--- src/rtl/tbd_pkg.sv ---
// ----------------------------------------------------------------------------
// tbd_pkg
// Shared types, codes and decode helpers for the token byte decoder.
// ----------------------------------------------------------------------------
`timescale 1ns / 1ps

package tbd_pkg;

  localparam int MAX_TOKEN_BYTES_DEF = 64;

  // vocab_mode codes
  localparam logic [1:0] MODE_RAW       = 2'd0;
  localparam logic [1:0] MODE_FALLBACK  = 2'd1;
  localparam logic [1:0] MODE_BYTELEVEL = 2'd2;

  // out_error codes
  localparam logic [1:0] ERR_NONE = 2'd0;
  localparam logic [1:0] ERR_HEX  = 2'd1;
  localparam logic [1:0] ERR_OVF  = 2'd2;

  // register byte address
  localparam logic [2:0] ADDR_VOCAB_MODE = 3'd0;

  localparam logic [7:0] CH_LT    = 8'h3C;  // '<'
  localparam logic [7:0] CH_ZERO  = 8'h30;  // '0'
  localparam logic [7:0] CH_X     = 8'h78;  // 'x'
  localparam logic [7:0] CH_GT    = 8'h3E;  // '>'
  localparam logic [7:0] CH_NINE  = 8'h39;  // '9'
  localparam logic [7:0] CH_SPACE = 8'h20;
  localparam logic [7:0] SP_B0    = 8'hE2;
  localparam logic [7:0] SP_B1    = 8'h96;
  localparam logic [7:0] SP_B2    = 8'h81;
  localparam int         MAP_SIZE = 324;

  typedef enum logic [1:0] {S_IDLE, S_SCAN, S_EMIT, S_HEX} bk_state_t;
  typedef enum logic [1:0] {K_PLAIN, K_REPL, K_UTF} emit_kind_t;

  typedef struct packed {
    logic [1:0]  rem;   // continuation bytes still expected
    logic [1:0]  len;   // sequence length minus one
    logic [20:0] cp;
    logic        done;  // codepoint complete on this byte
    logic        bad;
    logic [7:0]  val;   // mapped byte when done
  } utf_t;

  // inverse byte-to-unicode map: {ok, byte}
  function automatic logic [8:0] inv_map(input logic [20:0] cp);
    logic [6:0] k;
    logic [8:0] r;
    k = 7'(cp - 21'd256);
    r = '0;
    if (cp >= 21'(MAP_SIZE)) begin
      r = '0;
    end else if (cp < 21'd256) begin
      if ((cp >= 21'd33 && cp <= 21'd126) || (cp >= 21'd161 && cp <= 21'd172) ||
          cp >= 21'd174) begin
        r = {1'b1, cp[7:0]};
      end
    end else if (k <= 7'd32) begin
      r = {1'b1, 1'b0, k};
    end else if (k <= 7'd66) begin
      r = {1'b1, 8'({1'b0, k} + 8'd94)};
    end else begin
      r = {1'b1, 8'd173};
    end
    return r;
  endfunction

  // one byte of strict UTF-8 decoding
  function automatic utf_t utf_step(input logic [1:0] rem, input logic [1:0] len,
                                    input logic [20:0] cp, input logic [7:0] d);
    utf_t r;
    logic [8:0] mp;
    r.rem = rem; r.len = len; r.cp = cp; r.done = 1'b0; r.bad = 1'b0; r.val = '0;
    if (rem == 2'd0) begin
      priority if (d[7] == 1'b0) begin
        r.len = 2'd0; r.cp = {13'd0, d}; r.done = 1'b1;
      end else if (d[7:5] == 3'b110) begin
        r.len = 2'd1; r.rem = 2'd1; r.cp = {16'd0, d[4:0]};
      end else if (d[7:4] == 4'b1110) begin
        r.len = 2'd2; r.rem = 2'd2; r.cp = {17'd0, d[3:0]};
      end else if (d[7:3] == 5'b11110) begin
        r.len = 2'd3; r.rem = 2'd3; r.cp = {18'd0, d[2:0]};
      end else begin
        r.bad = 1'b1;
      end
    end else begin
      if (d[7:6] != 2'b10) begin
        r.bad = 1'b1;
      end else begin
        r.cp   = {cp[14:0], d[5:0]};
        r.rem  = rem - 2'd1;
        r.done = (rem == 2'd1);
      end
    end
    mp = inv_map(r.cp);
    if (r.done) begin
      // overlong forms
      if ((r.len == 2'd1 && r.cp < 21'h80) || (r.len == 2'd2 && r.cp < 21'h800) ||
          (r.len == 2'd3 && r.cp < 21'h10000)) begin
        r.bad = 1'b1;
      end
      if (!mp[8]) begin
        r.bad = 1'b1;
      end
      r.val = mp[7:0];
    end
    return r;
  endfunction

  function automatic logic signed [8:0] hex_digit(input logic [7:0] c);
    logic signed [8:0] r;
    if (c >= CH_ZERO && c <= CH_NINE) r = $signed({1'b0, c}) - 9'sd48;
    else r = $signed({1'b0, c}) - 9'sd55;
    return r;
  endfunction

  // d0*16 + d1, signed
  function automatic logic signed [12:0] hex_val(input logic [7:0] c0, input logic [7:0] c1);
    logic signed [12:0] a;
    logic signed [12:0] b;
    a = 13'(hex_digit(c0));
    b = 13'(hex_digit(c1));
    return (a <<< 4) + b;
  endfunction

endpackage

--- src/rtl/tbd_queue.sv ---
// ----------------------------------------------------------------------------
// tbd_queue
// Two-entry descriptor queue between the collecting front and the decoder.
// ----------------------------------------------------------------------------
`timescale 1ns / 1ps

module tbd_queue #(
  parameter int W = 8
) (
  input  logic         clk,
  input  logic         rst,
  input  logic         push,
  input  logic [W-1:0] din,
  input  logic         pop,
  output logic         valid,
  output logic         full,
  output logic [W-1:0] dout
);

  logic [W-1:0] entry [0:1];
  logic         rd_ptr;
  logic         wr_ptr;
  logic [1:0]   cnt;

  assign valid = (cnt != 2'd0);
  assign full  = (cnt == 2'd2);
  assign dout  = entry[rd_ptr];

  always_ff @(posedge clk) begin
    if (push) begin
      entry[wr_ptr] <= din;
    end
  end

  always_ff @(posedge clk) begin
    if (rst) begin
      rd_ptr <= 1'b0;
      wr_ptr <= 1'b0;
      cnt    <= 2'd0;
    end else begin
      if (push) wr_ptr <= ~wr_ptr;
      if (pop)  rd_ptr <= ~rd_ptr;
      cnt <= 2'(cnt + {1'b0, push} - {1'b0, pop});
    end
  end

endmodule

--- src/rtl/tbd_front.sv ---
// ----------------------------------------------------------------------------
// tbd_front
// Accepts token bytes, writes them to the free buffer bank, queues tokens.
// ----------------------------------------------------------------------------
`timescale 1ns / 1ps

module tbd_front #(
  parameter int  MAX_TOKEN_BYTES = tbd_pkg::MAX_TOKEN_BYTES_DEF,
  localparam int IW = $clog2(MAX_TOKEN_BYTES),
  localparam int CW = $clog2(MAX_TOKEN_BYTES + 1)
) (
  input  logic          clk,
  input  logic          rst,
  input  logic          in_valid,
  output logic          in_ready,
  input  logic [7:0]    in_byte,
  input  logic          in_last,
  input  logic          rel,       // decoder finished with a bank
  output logic          wr_en,
  output logic          wr_bank,
  output logic [IW-1:0] wr_addr,
  output logic [7:0]    wr_data,
  output logic          push,
  output logic          push_bank,
  output logic [CW-1:0] push_n,
  output logic          push_ovf
);

  logic [CW-1:0] count;
  logic          ovf;
  logic          wbank;
  logic [1:0]    busy;   // tokens queued or being decoded
  logic          accept;
  logic          room;

  assign in_ready  = (busy != 2'd2);
  assign accept    = in_valid && in_ready;
  assign room      = (count < CW'(MAX_TOKEN_BYTES));
  assign wr_en     = accept && room;
  assign wr_bank   = wbank;
  assign wr_addr   = count[IW-1:0];
  assign wr_data   = in_byte;
  assign push      = accept && in_last;
  assign push_bank = wbank;
  assign push_n    = room ? CW'(count + CW'(1)) : count;
  assign push_ovf  = ovf || !room;

  always_ff @(posedge clk) begin
    if (rst) begin
      count <= '0;
      ovf   <= 1'b0;
      wbank <= 1'b0;
      busy  <= 2'd0;
    end else begin
      busy <= 2'(busy + {1'b0, push} - {1'b0, rel});
      if (accept) begin
        if (in_last) begin
          count <= '0;
          ovf   <= 1'b0;
          wbank <= ~wbank;
        end else if (room) begin
          count <= CW'(count + CW'(1));
        end else begin
          ovf <= 1'b1;
        end
      end
    end
  end

endmodule

--- src/rtl/tbd_back.sv ---
// ----------------------------------------------------------------------------
// tbd_back
// Token buffer and decode sequencer: optional scan pass, then emit pass.
// ----------------------------------------------------------------------------
`timescale 1ns / 1ps

module tbd_back #(
  parameter int  MAX_TOKEN_BYTES = tbd_pkg::MAX_TOKEN_BYTES_DEF,
  localparam int IW = $clog2(MAX_TOKEN_BYTES),
  localparam int CW = $clog2(MAX_TOKEN_BYTES + 1),
  localparam int XW = CW + 1
) (
  input  logic          clk,
  input  logic          rst,
  input  logic [1:0]    vocab_mode,
  input  logic          wr_en,
  input  logic          wr_bank,
  input  logic [IW-1:0] wr_addr,
  input  logic [7:0]    wr_data,
  input  logic          desc_valid,
  input  logic          desc_bank,
  input  logic [CW-1:0] desc_n,
  input  logic          desc_ovf,
  output logic          desc_pop,
  output logic          rel,
  output logic          out_valid,
  input  logic          out_ready,
  output logic [7:0]    out_byte,
  output logic          out_last,
  output logic [1:0]    out_error
);

  logic [7:0] mem [0:1][0:MAX_TOKEN_BYTES-1];
  logic [7:0] q;
  // space-marker start flags, one per buffer position, written during scan
  logic       hit_mem [0:MAX_TOKEN_BYTES-1];
  logic       hit_q;

  tbd_pkg::bk_state_t  st, st_next;
  tbd_pkg::emit_kind_t kind, kind_next;
  logic                bank, bank_next;
  logic [CW-1:0]       n, n_next;
  logic [1:0]          err, err_next;
  logic [XW-1:0]       idx, idx_next;
  logic [1:0]          rem, rem_next;
  logic [1:0]          len, len_next;
  logic [20:0]         cp, cp_next;
  logic                ubad, ubad_next;
  logic                hpat, hpat_next;
  logic [7:0]          hb3, hb3_next, hb4, hb4_next;
  logic [7:0]          w1, w1_next, w2, w2_next;

  tbd_pkg::utf_t       step;
  logic                can_load, load, ld_last;
  logic [7:0]          ld_byte;
  logic [1:0]          ld_err;
  logic                hit_we, hit_wd;
  logic [IW-1:0]       hit_wa;
  logic                scan_end, hex_final, utf_fail;
  logic                fb_mode, bl_mode;
  logic [XW-1:0]       idx_p1, idx_p3, idx_m2, n_x;
  logic signed [12:0]  hx;

  assign fb_mode   = (vocab_mode == tbd_pkg::MODE_FALLBACK);
  assign bl_mode   = (vocab_mode == tbd_pkg::MODE_BYTELEVEL);
  assign can_load  = !out_valid || out_ready;
  assign n_x       = XW'(n);
  assign idx_p1    = XW'(idx + XW'(1));
  assign idx_p3    = XW'(idx + XW'(3));
  assign idx_m2    = XW'(idx - XW'(2));
  assign scan_end  = (idx_p1 == n_x);
  assign step      = tbd_pkg::utf_step(rem, len, cp, q);
  assign hex_final = (n == CW'(6)) && hpat && (q == tbd_pkg::CH_GT);
  assign utf_fail  = ubad || step.bad || (step.rem != 2'd0);
  assign hx        = tbd_pkg::hex_val(hb3, hb4);

  always_comb begin
    st_next = st;
    unique case (st)
      tbd_pkg::S_IDLE: begin
        if (desc_valid) begin
          st_next = (fb_mode || bl_mode) ? tbd_pkg::S_SCAN : tbd_pkg::S_EMIT;
        end
      end
      tbd_pkg::S_SCAN: begin
        if (scan_end) begin
          st_next = (fb_mode && hex_final) ? tbd_pkg::S_HEX : tbd_pkg::S_EMIT;
        end
      end
      tbd_pkg::S_EMIT: begin
        if (load && ld_last) st_next = tbd_pkg::S_IDLE;
      end
      tbd_pkg::S_HEX: begin
        if (can_load) st_next = tbd_pkg::S_IDLE;
      end
      default: st_next = tbd_pkg::S_IDLE;
    endcase
  end

  always_comb begin
    kind_next = kind; bank_next = bank; n_next = n; err_next = err;
    idx_next = idx; rem_next = rem; len_next = len; cp_next = cp;
    ubad_next = ubad; hpat_next = hpat; hb3_next = hb3; hb4_next = hb4;
    w1_next = w1; w2_next = w2;
    hit_we = 1'b0; hit_wd = 1'b0; hit_wa = idx_m2[IW-1:0];
    desc_pop = 1'b0; load = 1'b0; ld_last = 1'b0; ld_byte = q; ld_err = err;
    unique case (st)
      tbd_pkg::S_IDLE: begin
        if (desc_valid) begin
          desc_pop  = 1'b1;
          bank_next = desc_bank;
          n_next    = desc_n;
          err_next  = desc_ovf ? tbd_pkg::ERR_OVF : tbd_pkg::ERR_NONE;
          idx_next  = '0;
          rem_next  = '0;
          len_next  = '0;
          cp_next   = '0;
          ubad_next = 1'b0;
          hpat_next = 1'b1;
          kind_next = tbd_pkg::K_PLAIN;
        end
      end
      tbd_pkg::S_SCAN: begin
        idx_next  = idx_p1;
        rem_next  = step.rem;
        len_next  = step.len;
        cp_next   = step.cp;
        ubad_next = ubad || step.bad;
        w1_next   = q;
        w2_next   = w1;
        // every position that can start a marker gets its flag rewritten
        hit_we = (idx >= XW'(2));
        hit_wd = (w2 == tbd_pkg::SP_B0 && w1 == tbd_pkg::SP_B1 &&
                  q == tbd_pkg::SP_B2);
        if ((idx == XW'(0) && q != tbd_pkg::CH_LT) ||
            (idx == XW'(1) && q != tbd_pkg::CH_ZERO) ||
            (idx == XW'(2) && q != tbd_pkg::CH_X)) begin
          hpat_next = 1'b0;
        end
        if (idx == XW'(3)) hb3_next = q;
        if (idx == XW'(4)) hb4_next = q;
        if (scan_end) begin
          idx_next = '0;
          rem_next = '0;
          len_next = '0;
          cp_next  = '0;
          if (fb_mode) kind_next = tbd_pkg::K_REPL;
          else kind_next = utf_fail ? tbd_pkg::K_PLAIN : tbd_pkg::K_UTF;
        end
      end
      tbd_pkg::S_EMIT: begin
        if (can_load) begin
          unique case (kind)
            tbd_pkg::K_REPL: begin
              load = 1'b1;
              // flags past n - 3 are stale from older tokens
              if (hit_q && idx_p3 <= n_x) begin
                ld_byte  = tbd_pkg::CH_SPACE;
                ld_last  = (idx_p3 == n_x);
                idx_next = idx_p3;
              end else begin
                ld_last  = (idx_p1 == n_x);
                idx_next = idx_p1;
              end
            end
            tbd_pkg::K_UTF: begin
              rem_next = step.rem;
              len_next = step.len;
              cp_next  = step.cp;
              load     = step.done;
              ld_byte  = step.val;
              ld_last  = (idx_p1 == n_x);
              idx_next = idx_p1;
            end
            default: begin
              load     = 1'b1;
              ld_last  = (idx_p1 == n_x);
              idx_next = idx_p1;
            end
          endcase
        end
      end
      tbd_pkg::S_HEX: begin
        if (can_load) begin
          load    = 1'b1;
          ld_last = 1'b1;
          ld_byte = hx[7:0];
          if (hx[12] || hx[11:8] != 4'd0) ld_err = tbd_pkg::ERR_HEX;
        end
      end
      default: ;
    endcase
  end

  assign rel = load && ld_last;

  always_ff @(posedge clk) begin
    if (wr_en) begin
      mem[wr_bank][wr_addr] <= wr_data;
    end
    q <= mem[bank_next][idx_next[IW-1:0]];
  end

  // last scan write can hit the address read for the first emit cycle
  always_ff @(posedge clk) begin
    if (hit_we) begin
      hit_mem[hit_wa] <= hit_wd;
    end
    if (hit_we && hit_wa == idx_next[IW-1:0]) begin
      hit_q <= hit_wd;
    end else begin
      hit_q <= hit_mem[idx_next[IW-1:0]];
    end
  end

  always_ff @(posedge clk) begin
    if (rst) begin
      st <= tbd_pkg::S_IDLE;
    end else begin
      st <= st_next;
    end
  end

  always_ff @(posedge clk) begin
    kind <= kind_next; bank <= bank_next; n <= n_next; err <= err_next;
    idx <= idx_next; rem <= rem_next; len <= len_next;
    cp <= cp_next; ubad <= ubad_next; hpat <= hpat_next;
    hb3 <= hb3_next; hb4 <= hb4_next; w1 <= w1_next; w2 <= w2_next;
  end

  always_ff @(posedge clk) begin
    if (rst) begin
      out_valid <= 1'b0;
    end else if (load) begin
      out_valid <= 1'b1;
    end else if (out_ready) begin
      out_valid <= 1'b0;
    end
  end

  always_ff @(posedge clk) begin
    if (load) begin
      out_byte  <= ld_byte;
      out_last  <= ld_last;
      out_error <= ld_err;
    end
  end

  a_rel_shows_last: assert property (@(posedge clk) disable iff (rst)
    rel |=> out_valid && out_last)
    else $error("bank released without final item in output register");

  a_hex_six: assert property (@(posedge clk) disable iff (rst)
    (st == tbd_pkg::S_HEX) |-> (n == CW'(6)))
    else $error("hex path taken on a token that is not six bytes");

  a_scan_bound: assert property (@(posedge clk) disable iff (rst)
    (st == tbd_pkg::S_SCAN) |-> (idx < n_x))
    else $error("scan index ran past token length");

endmodule

--- src/rtl/token_byte_decoder.sv ---
// ----------------------------------------------------------------------------
// token_byte_decoder
// Collects one vocabulary token byte by byte and emits its decoded bytes.
// ----------------------------------------------------------------------------
// Usage:
//  - Slave stream s_*: one token byte per item, s_tlast on its final byte.
//  - Master stream m_*: decoded bytes, m_tlast on the final one, m_tuser
//    carries the error code (same on every item of a token).
//  - APB port: vocab_mode at address 0 (0 raw, 1 byte fallback, 2 byte level,
//    3 acts as raw). Write only while the block is idle.
//  - Input takes one byte per cycle. Two buffer banks ping-pong, so the
//    next token collects while the previous one decodes; the input stalls
//    only when both banks hold tokens not yet fully emitted.
//  - Decode: raw mode emits one byte per cycle while the receiver accepts.
//    Fallback and byte-level modes first scan the token (one buffer read
//    per cycle), then emit; byte level emits one byte per completed
//    codepoint, or the token's raw bytes if it is not valid UTF-8.
//  - Synchronous reset empties the banks and the queue; no clearing pass.
//  - A stalled receiver holds the output register and stalls the emit pass.
// ----------------------------------------------------------------------------
`timescale 1ns / 1ps

module token_byte_decoder #(
  parameter int  MAX_TOKEN_BYTES = tbd_pkg::MAX_TOKEN_BYTES_DEF,
  localparam int IW = $clog2(MAX_TOKEN_BYTES),
  localparam int CW = $clog2(MAX_TOKEN_BYTES + 1)
) (
  input  logic        clk,
  input  logic        rst,
  input  logic        s_tvalid,
  output logic        s_tready,
  input  logic [7:0]  s_tdata,   // [7:0] in_byte
  input  logic        s_tlast,
  output logic        m_tvalid,
  input  logic        m_tready,
  output logic [7:0]  m_tdata,   // [7:0] out_byte
  output logic        m_tlast,
  output logic [1:0]  m_tuser,   // [1:0] out_error
  input  logic        psel,
  input  logic        penable,
  input  logic        pwrite,
  input  logic [2:0]  paddr,
  input  logic [31:0] pwdata,
  output logic [31:0] prdata,
  output logic        pready
);

  localparam int DW = CW + 2;  // descriptor: {bank, ovf, n}

  logic [1:0]    vocab_mode;
  logic          rel;
  logic          wr_en, wr_bank;
  logic [IW-1:0] wr_addr;
  logic [7:0]    wr_data;
  logic          push, push_bank, push_ovf;
  logic [CW-1:0] push_n;
  logic          q_valid, q_full, q_pop;
  logic [DW-1:0] q_dout;

  // config register
  assign pready = 1'b1;
  assign prdata = (paddr == tbd_pkg::ADDR_VOCAB_MODE) ? {30'd0, vocab_mode} : 32'd0;

  always_ff @(posedge clk) begin
    if (rst) begin
      vocab_mode <= tbd_pkg::MODE_RAW;
    end else if (psel && penable && pwrite && pready &&
                 paddr == tbd_pkg::ADDR_VOCAB_MODE) begin
      vocab_mode <= pwdata[1:0];
    end
  end

  tbd_front #(.MAX_TOKEN_BYTES(MAX_TOKEN_BYTES)) u_front (
    .clk, .rst,
    .in_valid (s_tvalid),
    .in_ready (s_tready),
    .in_byte  (s_tdata),
    .in_last  (s_tlast),
    .rel,
    .wr_en, .wr_bank, .wr_addr, .wr_data,
    .push, .push_bank, .push_n, .push_ovf
  );

  // q_full never rises here: front holds at most two outstanding tokens
  tbd_queue #(.W(DW)) u_queue (
    .clk, .rst,
    .push,
    .din   ({push_bank, push_ovf, push_n}),
    .pop   (q_pop),
    .valid (q_valid),
    .full  (q_full),
    .dout  (q_dout)
  );

  tbd_back #(.MAX_TOKEN_BYTES(MAX_TOKEN_BYTES)) u_back (
    .clk, .rst,
    .vocab_mode,
    .wr_en, .wr_bank, .wr_addr, .wr_data,
    .desc_valid (q_valid && !(push && q_full)),
    .desc_bank  (q_dout[DW-1]),
    .desc_n     (q_dout[CW-1:0]),
    .desc_ovf   (q_dout[CW]),
    .desc_pop   (q_pop),
    .rel,
    .out_valid  (m_tvalid),
    .out_ready  (m_tready),
    .out_byte   (m_tdata),
    .out_last   (m_tlast),
    .out_error  (m_tuser)
  );

endmodule
--- config.mk ---
export PLATFORM = sky130hd
export DESIGN_NAME = token_byte_decoder
export DESIGN_NICKNAME = d
export VERILOG_FILES = /design/src/rtl/tbd_pkg.sv /design/src/rtl/tbd_queue.sv /design/src/rtl/tbd_front.sv /design/src/rtl/tbd_back.sv /design/src/rtl/token_byte_decoder.sv
export SDC_FILE = /design/constraint.sdc
export NUM_CORES = 2
export LEC_CHECK = 0
export BUFFER_PORTS_ARGS = -buffer_cell sky130_fd_sc_hd__buf_2
export CORE_ASPECT_RATIO = 1.1
export CORE_UTILIZATION = 55
export DETAILED_ROUTE_END_ITERATION = 16
export PLACE_DENSITY = 0.67
export SYNTH_ARGS = -nofsm -noshare
export SYNTH_HDL_FRONTEND = slang
export SYNTH_HIERARCHICAL = 1
export SYNTH_SLANG_ARGS = --single-unit
--- constraint.sdc ---
create_clock -name clk -period 11.05 [get_ports clk]
set_clock_uncertainty 0.15 [all_clocks]
set_input_delay 1.105 -clock clk [delete_from_list [all_inputs] [get_ports clk]]
set_output_delay 1.105 -clock clk [all_outputs]
set_load 0.01 [all_outputs]
* Word-level counts from Yosys, hierarchy flattened
Memories as Yosys holds them, arrays and structs flattened. A register that Yosys moved wholly into a read port is not among the register bits.
Cells that the tools add are included.
W data, S select, Z words.
** Word-level totals
- Flip-flop bits (word level) :: 118
- Bits of input ports :: 51
- Bits in writable memories :: 1106
- Word-level logic and storage cells :: 281
- Memories kept :: 3
** Memory list
- u_back.mem :: words 2, width 512, read ports 1, clocked after memory_dff 0, write ports 1, RTL line tbd_back.sv:33 : logic [7:0] mem [0:1][0:MAX_TOKEN_BYTES-1];
- u_back.hit_mem :: words 64, width 1, read ports 1, clocked after memory_dff 1, write ports 1, RTL line tbd_back.sv:36 : logic hit_mem [0:MAX_TOKEN_BYTES-1];
- u_queue.entry :: words 2, width 9, read ports 1, clocked after memory_dff 1, write ports 1, RTL line tbd_queue.sv:20 : logic [W-1:0] entry [0:1];
** Cells by class
- Muxes and demuxes :: 105
- Reduce and logical (&&, ||, !) cells :: 62
- Bitwise operators :: 5
- Add/subtract/negate cells :: 16
- Equality and inequality tests :: 39
- Magnitude comparators :: 22
** Operators by type and width (count)
- $mux W512 :: 1
- $mux W8 :: 12
- $mux W21 :: 4
- $mux W25 :: 3
- $mux W9 :: 7
- $pmux W21 S3 :: 1
- $bmux W8 S6 :: 1
- $demux W8 S6 :: 1
- $mux W2 :: 24
- $mux W23 :: 2
- $ge A21 B8 Y1 const B :: 2
- $sub A8 B6 Y9 const B :: 4
- $mux W1 :: 35
- $pmux W8 S2 :: 2
- $logic_and A1 B1 Y1 :: 26
- $eq A8 B8 Y1 const B :: 3
- $pmux W8 S3 :: 1
- $mux W22 :: 1
- $ge A21 B6 Y1 const B :: 1
- $ge A21 B9 Y1 const B :: 1
- $le A21 B7 Y1 const B :: 1
- $le A21 B8 Y1 const B :: 1
- $lt A21 B12 Y1 const B :: 1
- $lt A21 B17 Y1 const B :: 1
- 54 further kinds :: 113

* Longest topological paths before layout
- Depth in word-level cells :: 21
- Depth in mapped cells :: 22

* Hierarchy
Netlist, hierarchy kept.
** Modules (own cells, without submodules)
- tbd_back :: area an instance 50938.9 um^2, instances 1, cells each 4186
- tbd_queue :: area an instance 865.8 um^2, instances 1, cells each 49
- tbd_front :: area an instance 742.0 um^2, instances 1, cells each 86
- token_byte_decoder :: area an instance 369.1 um^2, instances 1, cells each 46

* Worst setup path before layout
No wires, ideal clock.
- Kind :: register to register
- From :: reg u_back.st[1]
- To :: mem u_back.hit_mem[0] (data pin)
- Setup time :: 0.864 ns
- Path slack :: 5.173 ns
- Arrival time :: 4.864 ns
- Buffers on the path :: 1
- Stages on the path, launching flop included :: 6
- Clock period less this slack :: 5.877 ns
- Cells stage by stage :: dfxtp_1 inv_1 ha_1 clkbuf_1 nand3_1 nor4_1
** On the way
- Word-level cells in the longest chain between the ends :: 2
** RTL lines
- from (decl) :: RTL line tbd_back.sv:39 : tbd_pkg::bk_state_t st, st_next;
- from (signal assigned) :: RTL line tbd_back.sv:218 : st <= tbd_pkg::S_IDLE;
- from (signal assigned) :: RTL line tbd_back.sv:220 : st <= st_next;
- $eq A2 B1 Y1 :: RTL line tbd_back.sv:107 : unique case (st)
- $mux W1 :: RTL line tbd_back.sv:107
- named net u_back.hit_wd :: RTL line tbd_back.sv:57 : logic hit_we, hit_wd;
- to (decl) :: RTL line tbd_back.sv:36
The timed path passes the listed nets, and every way through them passes these cells.

* Final worst setup path
- From :: reg u_back.idx[0]
- To :: reg u_back.q[4]
** On the way
- Word-level cells in the longest chain between the ends :: 11
- Elaborated cells between the ends (all ways) :: 15
- Those cells by class :: add/sub (2); order compare (1); eq/ne (1); mux (9); bitwise (1); reduce/logical (1)
** RTL lines
- from (decl) :: RTL line tbd_back.sv:44 : logic [XW-1:0] idx, idx_next;
- from (signal assigned) :: RTL line tbd_back.sv:226 : idx <= idx_next; rem <= rem_next; len <= len_next;
- $add A8 B2 Y8 :: RTL line tbd_back.sv:69 : assign idx_p3 = XW'(idx + XW'(3));
- $le A8 B7 Y1 :: RTL line tbd_back.sv:157 : if (hit_q && idx_p3 <= n_x) begin
- $logic_and A1 B1 Y1 :: RTL line tbd_back.sv:157
- $mux W8 :: RTL line tbd_back.sv:157
- $mux W8 :: RTL line tbd_back.sv:153 : unique case (kind)
- $mux W8 :: RTL line tbd_back.sv:152 : if (can_load) begin
- $pmux W8 S3 * :: RTL line tbd_back.sv:107
- $not A6 Y7 (not written as such) * :: RTL line tbd_back.sv:201 : q <= mem[bank_next][idx_next[IW-1:0]];
- $bmux W8 S6 * :: RTL line tbd_back.sv:201
- $mux W8 (not written as such) * (2 in a row) :: RTL line tbd_back.sv:201
- to (signal assigned) :: RTL line tbd_back.sv:201
- to (decl) :: RTL line tbd_back.sv:34 : logic [7:0] q;
Mark *: on every way between the ends. The rest lies on a longest branch, timed or not. The select of a mux whose other input is x is not followed.
A chain may end at the register's enable or synchronous reset.

==> impl_metrics.env <==
export IMPL_result_of_the_run="completed"
export IMPL_numCtsBuffers=121
export IMPL_timing_critical_path_fanout_max=145
export IMPL_drt_iter0_markers=3030
export IMPL_worst_endpoint_arrival_ps=7170
export IMPL_cts_reportedPaths_clkPinSlew_ps=60
export IMPL_critPathMaxStageDelay_ps=710
export IMPL_clock_sinks=1224
export IMPL_cp_cell_sequence="buf_4 -> inv_2 -> ha_1 -> nor3_1 -> xor2_1 -> ha_1 -> and4_1 -> a21boi_0 -> o31ai_1 -> nand3_1 -> a2111oi_0 -> nand3b_1 -> buf_12 -> buf_4 -> a311oi_1 -> o21ai_0 -> nand4b_1 -> a32oi_1"
export IMPL_min_delay_path_class="reg -> reg"
export IMPL_first_global_vias=33000
export IMPL_yosys_top_cells_area="sky130_fd_sc_hd__edfxtp_1, sky130_fd_sc_hd__nand2_1, sky130_fd_sc_hd__nand3_1"
export IMPL_max_cap_violations=0
export IMPL_final_hold_violation_count=0
export IMPL_drt_antenna_violating_nets=0
export IMPL_critical_path_required_ps=11500
export IMPL_layout_fillers=7402
export IMPL_synth_commonest_cells="sky130_fd_sc_hd__edfxtp_1, sky130_fd_sc_hd__nand2_1, sky130_fd_sc_hd__nand3_1"
export IMPL_final_net_count=4375
export IMPL_areaGrowthSynthToFinish_pct=8.55
export IMPL_cellPowerDensity_nw_per_um2=267
export IMPL_die_w_um=298
export IMPL_setup_worst_path_class="reg -> reg"
export IMPL_category_of_the_worst_setup_path_launch_point="flop"
export IMPL_layout_min_cycle_time_ps=6720
export IMPL_seqCellArea_sq_um=36400
export IMPL_initial_core_util_pct=55.8
export IMPL_number_of_synthesized_flops_with_an_enable_pin=1188
export IMPL_synth_largest_area_cell="sky130_fd_sc_hd__edfxtp_1"
export IMPL_post_route_cells_drive_above_1_share_pct=6.97
export IMPL_clock_path_buffers=3
export IMPL_placeableCoreArea_sq_um=94800
export IMPL_post_cts_setup_buffers=0
export IMPL_final_setup_viol_count=0
export IMPL_number_of_antenna_violations_at_the_first_check_in_global_routing=2
export IMPL_multi_input_area_sq_um=14900
export IMPL_fp_dieArea_sq_um=97500
export IMPL_slew_limit_headroom_pct=14.6
export IMPL_clock_tree_htree_level_count=3
export IMPL_grt_first_pass_wirelength_um=197000
export IMPL_overall_via_count_from_detail_route=34300
export IMPL_finalMaxSlewViolations=0
export IMPL_critPathCaptureType="flop"
export IMPL_maximum_number_of_pins_on_one_net_before_global_route_repair=178
export IMPL_floorplan_rows=118
export IMPL_chip_height_um=327
export IMPL_worst_slew_pin_slew_ps=1280
export IMPL_synthesis_area_per_instance_sq_um=12.1
export IMPL_finalCritPeriodShare_pct=60.8
export IMPL_number_of_flip_flops_and_latches_in_the_synthesized_netlist=1224
export IMPL_wl_um=130000
export IMPL_crit_slowest_cell="sky130_fd_sc_hd__buf_4"
export IMPL_hpwl_after_detailed_placement_um=74800
export IMPL_ys_flop_type="sky130_fd_sc_hd__edfxtp_1"
export IMPL_post_cts_resized_instances=0
export IMPL_grt_setup_unrepaired="no"
export IMPL_yosys_warnings=6
export IMPL_hold_ws_ps=288
export IMPL_replace_congestion=0.893
export IMPL_grt_total_usage_pct=26.4
export IMPL_fin_setup_tns_ps=0
export IMPL_critPathBufInv=4
export IMPL_synth_most_common_cell="sky130_fd_sc_hd__edfxtp_1"
export IMPL_syn_area_sq_um=52900
export IMPL_latest_clock_arrival_within_the_worst_skew_pair_ps=710
export IMPL_n_antenna_cell=0
export IMPL_synth_sequential_area_ratio_pct=68.8
export IMPL_clock_tree_from_tritoncts="yes"
export IMPL_detailedRoute_firstPassIterationCount=8
export IMPL_numPortBuffers=35
export IMPL_viasPerCell=6.08
export IMPL_drcViolationCount=0
export IMPL_hold_buffers=0
export IMPL_synth_largest_type_area_fraction_pct=67.4
export IMPL_syn_instance_count=4367
export IMPL_post_drt_wl_per_cell_um=23.0
export IMPL_maxClockFrequency_ghz=0.149
export IMPL_global_route_overflow_total=0
export IMPL_crit_family="buffers and inverters"
export IMPL_synth_async_reset_ratio_pct=0
export IMPL_worst_ir_drop_vdd_v=0.000271
export IMPL_leakage_power_of_the_design_uw=0.0193
export IMPL_cts_root_buf="sky130_fd_sc_hd__clkbuf_16"
export IMPL_post_synth_num_cell_types=97
export IMPL_io_pin_count=97
layer usage:
metal | vias up | global-route usage, % | wire length [um]
met5 | - | 0 | 14
met4 | 2 | 11.5 | 5540
met3 | 295 | 4.27 | 9920
met2 | 1376 | 42.7 | 61800
met1 | 16800 | 35.5 | 52300
li1 | 15700 | - | -
cell families after synthesis:
group / share of synthesized area (%)
AND/OR/NAND/NOR: 17.1
flip-flops: 68.8
AO/OA/AOI/OAI: 7.31
buffers and inverters: 3.43
multiplexers: 1.43
adder cells (fa/ha/maj): 1.17
XOR/XNOR: 0.804
other: 0.0142
state kept, by name, summed over array words and instances, names as in the netlist, 7 cells and up, named ones only:
name	flops
u_back/w1	8
u_back/hit_mem	64
u_back/cp	21
u_front/count	7
u_back/hb3	8
u_back/q	8
u_queue/entry	18
u_back/mem	1024
u_back/n	7
u_back/hb4	8
u_back/idx	8
u_back/out_byte	8
u_back/w2	8
cells in the final DEF (no fill, tap or decap), types with 49 or more instances in the layout:
cell	synthesis	routed
sky130_fd_sc_hd__a21oi_1	72	70
sky130_fd_sc_hd__a311oi_1	115	115
sky130_fd_sc_hd__a31oi_1	83	83
sky130_fd_sc_hd__and3_1	117	117
sky130_fd_sc_hd__clkbuf_16	0	122
sky130_fd_sc_hd__edfxtp_1	1188	1188
sky130_fd_sc_hd__inv_1	49	49
sky130_fd_sc_hd__nand2_1	1121	1121
sky130_fd_sc_hd__nand3_1	374	374
sky130_fd_sc_hd__nor2_1	289	289
sky130_fd_sc_hd__o21ai_0	51	51
power breakdown:
part	switching, uW	leakage [uW]	internal, uW
combinational	4200	0.00662	1750
sequential	161	0.0109	5300
clock	1710	0.00183	2220
final cells by class:
type / instances / share of cell area (%)
tap: 1260 / 2.74
timing repair buffer: 79 / 1.02
clock buffer: 166 / 5.72
clock inverter: 57 / 0.880
multi-input combinational: 2793 / 25.9
inverter: 57 / 0.407
sequential: 1224 / 63.4
through the flow:
step           power, uW  setup WS (ps)  cells  util [%]  cell area (sq um)
2_1_floorplan       9620           5170   4396         -              53000
5_1_grt            16100           3880   5636      60.6              57400
3_5_place_dp       11400           4430   5413      56.6              53600
3_3_place_gp       11400           4480   5413      56.6              53600
4_1_cts            15400           4460   5636      60.6              57400
6_report           15300           4330   5636      60.6              57400
final timing paths:
check | to | cells past startpoint | startpoint | slack, ps
hold / removal | u_back/w2[4] | 0 | u_back/w1[4] | 290
setup / recovery | u_back/q[4] | 18 | u_back/idx[0] | 4330
setup reg to reg | u_back/q[4] | 18 | u_back/idx[0] | 4330
hold reg to reg | u_back/w2[4] | 0 | u_back/w1[4] | 290
Note: power is estimated with default switching activity, not from simulation.
